## src/hdl/bbc_pkg.sv

```systemverilog
// Shared types and constants for the brace balance checker.
package bbc_pkg;

  localparam int STACK_DEPTH = 32;
  localparam int LEVEL_W     = $clog2(STACK_DEPTH + 1);

  localparam logic [7:0] CHAR_OPEN      = 8'h7B;
  localparam logic [7:0] CHAR_CLOSE     = 8'h7D;
  localparam logic [7:0] CHAR_HASH      = 8'h23;
  localparam logic [7:0] CHAR_NEWLINE   = 8'h0A;
  localparam logic [7:0] CHAR_BACKSLASH = 8'h5C;
  localparam logic [7:0] CHAR_SQUOTE    = 8'h27;
  localparam logic [7:0] CHAR_DQUOTE    = 8'h22;

  localparam logic [15:0] POS_MAX = 16'hFFFF;

  typedef enum logic [1:0] {
    KIND_UNMATCHED = 2'd0,
    KIND_UNCLOSED  = 2'd1,
    KIND_OVERFLOW  = 2'd2,
    KIND_DONE      = 2'd3
  } kind_t;

  typedef enum logic [1:0] {
    CELL_HOLD,
    CELL_LOAD_LEFT,
    CELL_LOAD_RIGHT,
    CELL_CLEAR
  } cell_op_t;

  typedef struct packed {
    cell_op_t op;
  } cell_ctl_t;

  typedef struct packed {
    logic        occ;
    logic [15:0] line;
    logic [15:0] col;
  } cell_t;

  localparam cell_t CELL_EMPTY = '{occ: 1'b0, line: 16'd0, col: 16'd0};

  typedef enum logic {
    ST_SCAN,
    ST_FLUSH
  } state_t;

endpackage

```

## src/hdl/bbc_scan.sv

```systemverilog
// Lexer state: quotes, escapes, line comments and line/column counters.
module bbc_scan (
  input  logic        clk,
  input  logic        rst,
  input  logic        step,
  input  logic        clear,
  input  logic [7:0]  text_byte,
  output logic        live,
  output logic [15:0] line,
  output logic [15:0] col
);

  logic in_sq, in_dq, esc, in_cmt;
  logic in_sq_next, in_dq_next, esc_next, in_cmt_next;
  logic [15:0] line_next, col_next;
  logic in_str;

  assign in_str = in_sq | in_dq;
  assign live   = !in_str && !in_cmt;

  always_comb begin
    in_sq_next  = in_sq;
    in_dq_next  = in_dq;
    esc_next    = esc;
    in_cmt_next = in_cmt;
    line_next   = line;
    col_next    = col;
    if (text_byte == bbc_pkg::CHAR_HASH && !in_str) begin
      in_cmt_next = 1'b1;
    end
    if (text_byte == bbc_pkg::CHAR_NEWLINE) begin
      in_cmt_next = 1'b0;
    end
    priority if (esc) begin
      esc_next = 1'b0;
    end else if (text_byte == bbc_pkg::CHAR_BACKSLASH) begin
      esc_next = 1'b1;
    end else if (text_byte == bbc_pkg::CHAR_SQUOTE && !in_dq) begin
      in_sq_next = !in_sq;
    end else if (text_byte == bbc_pkg::CHAR_DQUOTE && !in_sq) begin
      in_dq_next = !in_dq;
    end
    // saturate both counters
    if (text_byte == bbc_pkg::CHAR_NEWLINE) begin
      if (line != bbc_pkg::POS_MAX) begin
        line_next = line + 16'd1;
      end
      col_next = 16'd1;
    end else if (col != bbc_pkg::POS_MAX) begin
      col_next = col + 16'd1;
    end
  end

  always_ff @(posedge clk) begin
    if (rst || clear) begin
      in_sq  <= 1'b0;
      in_dq  <= 1'b0;
      esc    <= 1'b0;
      in_cmt <= 1'b0;
      line   <= 16'd1;
      col    <= 16'd1;
    end else if (step) begin
      in_sq  <= in_sq_next;
      in_dq  <= in_dq_next;
      esc    <= esc_next;
      in_cmt <= in_cmt_next;
      line   <= line_next;
      col    <= col_next;
    end
  end

endmodule

```

## config.mk

```make
export PLATFORM = sky130hd
export DESIGN_NAME = bbc_scan
export DESIGN_NICKNAME = d
export VERILOG_FILES = /design/src/hdl/bbc_pkg.sv /design/src/hdl/bbc_scan.sv
export SDC_FILE = /design/constraint.sdc
export NUM_CORES = 1
export LEC_CHECK = 0
export BUFFER_PORTS_ARGS = -buffer_cell sky130_fd_sc_hd__buf_2
export CAP_MARGIN = 10
export CELL_PAD_IN_SITES_DETAIL_PLACEMENT = 0
export CELL_PAD_IN_SITES_GLOBAL_PLACEMENT = 2
export CORE_ASPECT_RATIO = 0.6
export CORE_MARGIN = 3
export CORE_UTILIZATION = 28
export CTS_CLUSTER_SIZE = 28
export DETAILED_ROUTE_END_ITERATION = 8
export PLACE_DENSITY_LB_ADDON = 0.08
export SLEW_MARGIN = 20
export SYNTH_ARGS = -nofsm -noshare
export SYNTH_HDL_FRONTEND = slang
export SYNTH_SLANG_ARGS = --single-unit
```

## constraint.sdc

```tcl
create_clock -name clk -period 2 [get_ports clk]
set_clock_uncertainty 0.05 [all_clocks]
set_input_delay 0.4 -clock clk [delete_from_list [all_inputs] [get_ports clk]]
set_output_delay 0.4 -clock clk [all_outputs]
set_load 0.03 [all_outputs]
```

==> reports/qor.yml <==
clocking:
  clk_pin_slew_ns: 0.06
  htree_num_levels: 2
  clock_sinks: 36
  numCtsBuffers: 5
  tritoncts: "yes"
  worst_skew_pair.late_latency_ns: 0.28
  ctsHoldBuffers: 0
  root_buffer: "clkbuf_16"
  cts_buffer_depth: 2
power:
  power.density_nw_per_um2: 641.9
  vdd_ir_drop_max_mv: 0.3071
  power.total_mw: 1.725
  p_leak_nw: 1.080
worst_hold_path:
  min_from: "rst"
  hold_depth: 3
  hold_class: "input pin to flip-flop"
  whs_endpoint: "line[0]$_SDFFE_PP1P_"
critical_path:
  crit_buf_inv: 0
  cp_top_family: "simple AND/OR/NAND/NOR gates"
  timing.rr.start: "col[0]$_SDFFE_PP1P_"
  critical_path.cell_chain: "ha_2 > nand4_1 > or3_1 > o211ai_1 > nor4_1 > a31o_2"
  end_kind: "flip-flop"
  critPathRequiredTime_ns: 2.13
  reg2regPathDepth: 6
  rrSetupSlack_ns: 0.11
  reg2reg_to: "col[5]$_SDFFE_PP0P_"
  arrival_ns: 2.02
  crit_slowest_cell: "or3_1"
  critPathMaxStageDelay_ns: 0.49
  crit_fanout: 5
  criticalPathCategory: "flip-flop to flip-flop"
  critPathLaunchType: "flip-flop"
route:
  viasPerCell: 5.132
  drc: 0
  totalWireLength_um: 6299
  firstDrtPassIters: 4
  num_vias: 2063
  drt_iter0_drc: 77
  wire_per_inst_um: 15.67
  drtAntennaViolNets: 0
logic_synthesis:
  yosys_warnings: 0
  netlist_area_um2: 1926
  ys_ff_latch: 36
  syn_nets: 247
  synthCells: 233
  synth_area_leaders: "dfxtp_1 (37%), xnor2_1 (5.9%), nor2_1 (4.7%)"
  yosys-top-cells-count: "dfxtp_1 (36), nor2_1 (24), nand2_1 (23)"
  netlist.area_leader.share_pct: 37.43
  avgSynthCellArea_um2: 8.264
  synth_edf_count: 0
  ys_seq_area_share_pct: 37.43
  synth-main-ff-cell: "dfxtp_1"
  ys_types: 48
  yosys.area.top_type: "dfxtp_1"
  yosysMostFrequentCell: "dfxtp_1"
  async_flop_share_pct: 0
global_route:
  grt_usage_pct: 16.21
  grt_pass1_wl_um: 10150
  grt_overflow: 0
  grt_pass1_vias: 1880
  grt_max_degree: 21
  antenna_found_initial: 0
timing:
  final-max-slew-violation-count: 0
  setup_viol: 0
  tns_ns: 0
  worst_slew_pin_slew_ns: 0.4834
  final-hold-violation-count: 0
  fmax_mhz: 528.7
  whs_ns: 0.3238
  setup_slack_ns: 0.1086
  slew_headroom_pct: 67.48
  period_minus_slack_ns: 1.891
  fin_crit_sh_pct: 94.57
die:
  boundaryPins: 45
  fp.dieH_um: 70.24
  die_x_um: 113.1
  core.rowCount: 22
  dieArea_um2: 7941
  core_area_um2: 6386
  initial_core_util_pct: 30.15
placement:
  placed_area_um2: 2531
  dp_hpwl_um: 4887
  gp_congestion: 0.8026
  pre_cts_slack_ns: -0.05715
  io_buffers: 44
finish:
  diodes: 0
  multi_input_area_um2: 1169
  seq_area_um2: 724.4
  finalNetCount: 331
  drive_above_1_share_pct: 33.65
  area.growth.synth_to_final_pct: 39.57
  fillers: 651
  design_area_um2: 2688
run_status:
  status: "complete, no violations"
run:
  maxCapViolCount: 0
## power by group
part / leakage (nW) / internal [mW] / switching, mW
combinational: 0.718 / 0.0720 / 0.109
clock: 0.0712 / 0.498 / 0.308
sequential: 0.291 / 0.732 / 0.00688
total: 1.08 / 1.30 / 0.424
## worst max path at each step
stage                         from                     to  cells past startpoint
2_1_floorplan  col[7]$_SDFFE_PP0P_   col[15]$_SDFFE_PP0P_                      5
3_3_place_gp          text_byte[2]  line[14]$_SDFFE_PP0P_                      7
3_5_place_dp          text_byte[2]  line[15]$_SDFFE_PP0P_                      6
4_1_cts        col[0]$_SDFFE_PP1P_    col[5]$_SDFFE_PP0P_                      6
5_1_grt        col[0]$_SDFFE_PP1P_    col[2]$_SDFFE_PP0P_                      9
6_report       col[0]$_SDFFE_PP1P_    col[5]$_SDFFE_PP0P_                      6
## cell usage in the layout, fill, tap and decap left out, types with 2 or more instances in the layout
| cell | n |
|---|---|
| a211oi_1 | 3 |
| a21oi_1 | 11 |
| a31o_2 | 3 |
| a31oi_1 | 2 |
| and3_1 | 5 |
| and4_1 | 4 |
| buf_2 | 44 |
| buf_4 | 41 |
| clkbuf_1 | 2 |
| clkbuf_16 | 5 |
| dfxtp_1 | 33 |
| dfxtp_2 | 3 |
| inv_1 | 4 |
| nand2_1 | 23 |
| nand3_1 | 14 |
| nand4_1 | 10 |
| nand4b_1 | 2 |
| nor2_1 | 24 |
| nor3_1 | 11 |
| nor4_1 | 8 |
| nor4b_4 | 2 |
| o2111ai_1 | 2 |
| o211ai_1 | 2 |
| o21ai_0 | 11 |
| o31ai_1 | 4 |
| or3_1 | 3 |
| or4_1 | 3 |
| xnor2_1 | 13 |
## sequential cells by signal (all words and copies together), names as in the netlist
name    flops
in_dq       1
in_cmt      1
line       16
esc         1
col        16
in_sq       1
## cell families (layout without fill, tap and decap cells)
| family | after synthesis | in the layout | share of synthesized area (%) |
|---|---|---|---|
| and+or+nand+nor | 121 | 121 | 35.48 |
| AOI/OAI and AO/OA | 47 | 47 | 16.12 |
| DFF | 36 | 36 | 37.43 |
| xor gates and xnor gates | 14 | 14 | 6.368 |
| buffers and inverters | 12 | 97 | 2.729 |
| adders and majority gates | 2 | 2 | 1.299 |
| muxes | 1 | 1 | 0.5848 |
## metrics by stage
stage / utilization (%) / std cells
5_1_grt: 42.08 / 402
4_1_cts: 41.93 / 401
3_3_place_gp: 39.64 / 393
2_1_floorplan: - / 233
6_report: 42.08 / 402
3_5_place_dp: 39.64 / 393
## area by class of cell
type / instances / share of cell area (%)
Multi-Input combinational cell: 185 / 43.48
Inverter: 4 / 0.5587
Clock buffer: 8 / 5.447
Timing Repair Buffer: 85 / 19.65
Tap cell: 84 / 3.911
Sequential cell: 36 / 26.96
## metal layers
layer / routed length (um) / vias up / global-route usage (%)
li1: - / 1050 / -
met1: 3853 / 954 / 27.88
met2: 2083 / 55 / 18.77
met3: 330 / 4 / 4.242
met4: 31 / 0 / 2.800
met5: 0 / - / 0
## what timing repair did
item                       CTS  global route
resized for setup            0             1
setup endpoints to repair    0             2
buffers inserted             0             1
## worst reg2reg max path, delay by kind of cell (launching register included)
kind,cells,cell delay [ns]
AND/OR/NAND/NOR,3,0.74
AO/OA/AOI/OAI,2,0.48
flip-flops,1,0.33
adder cells (fa/ha/maj),1,0.17
(Power assumes the default switching activity.)
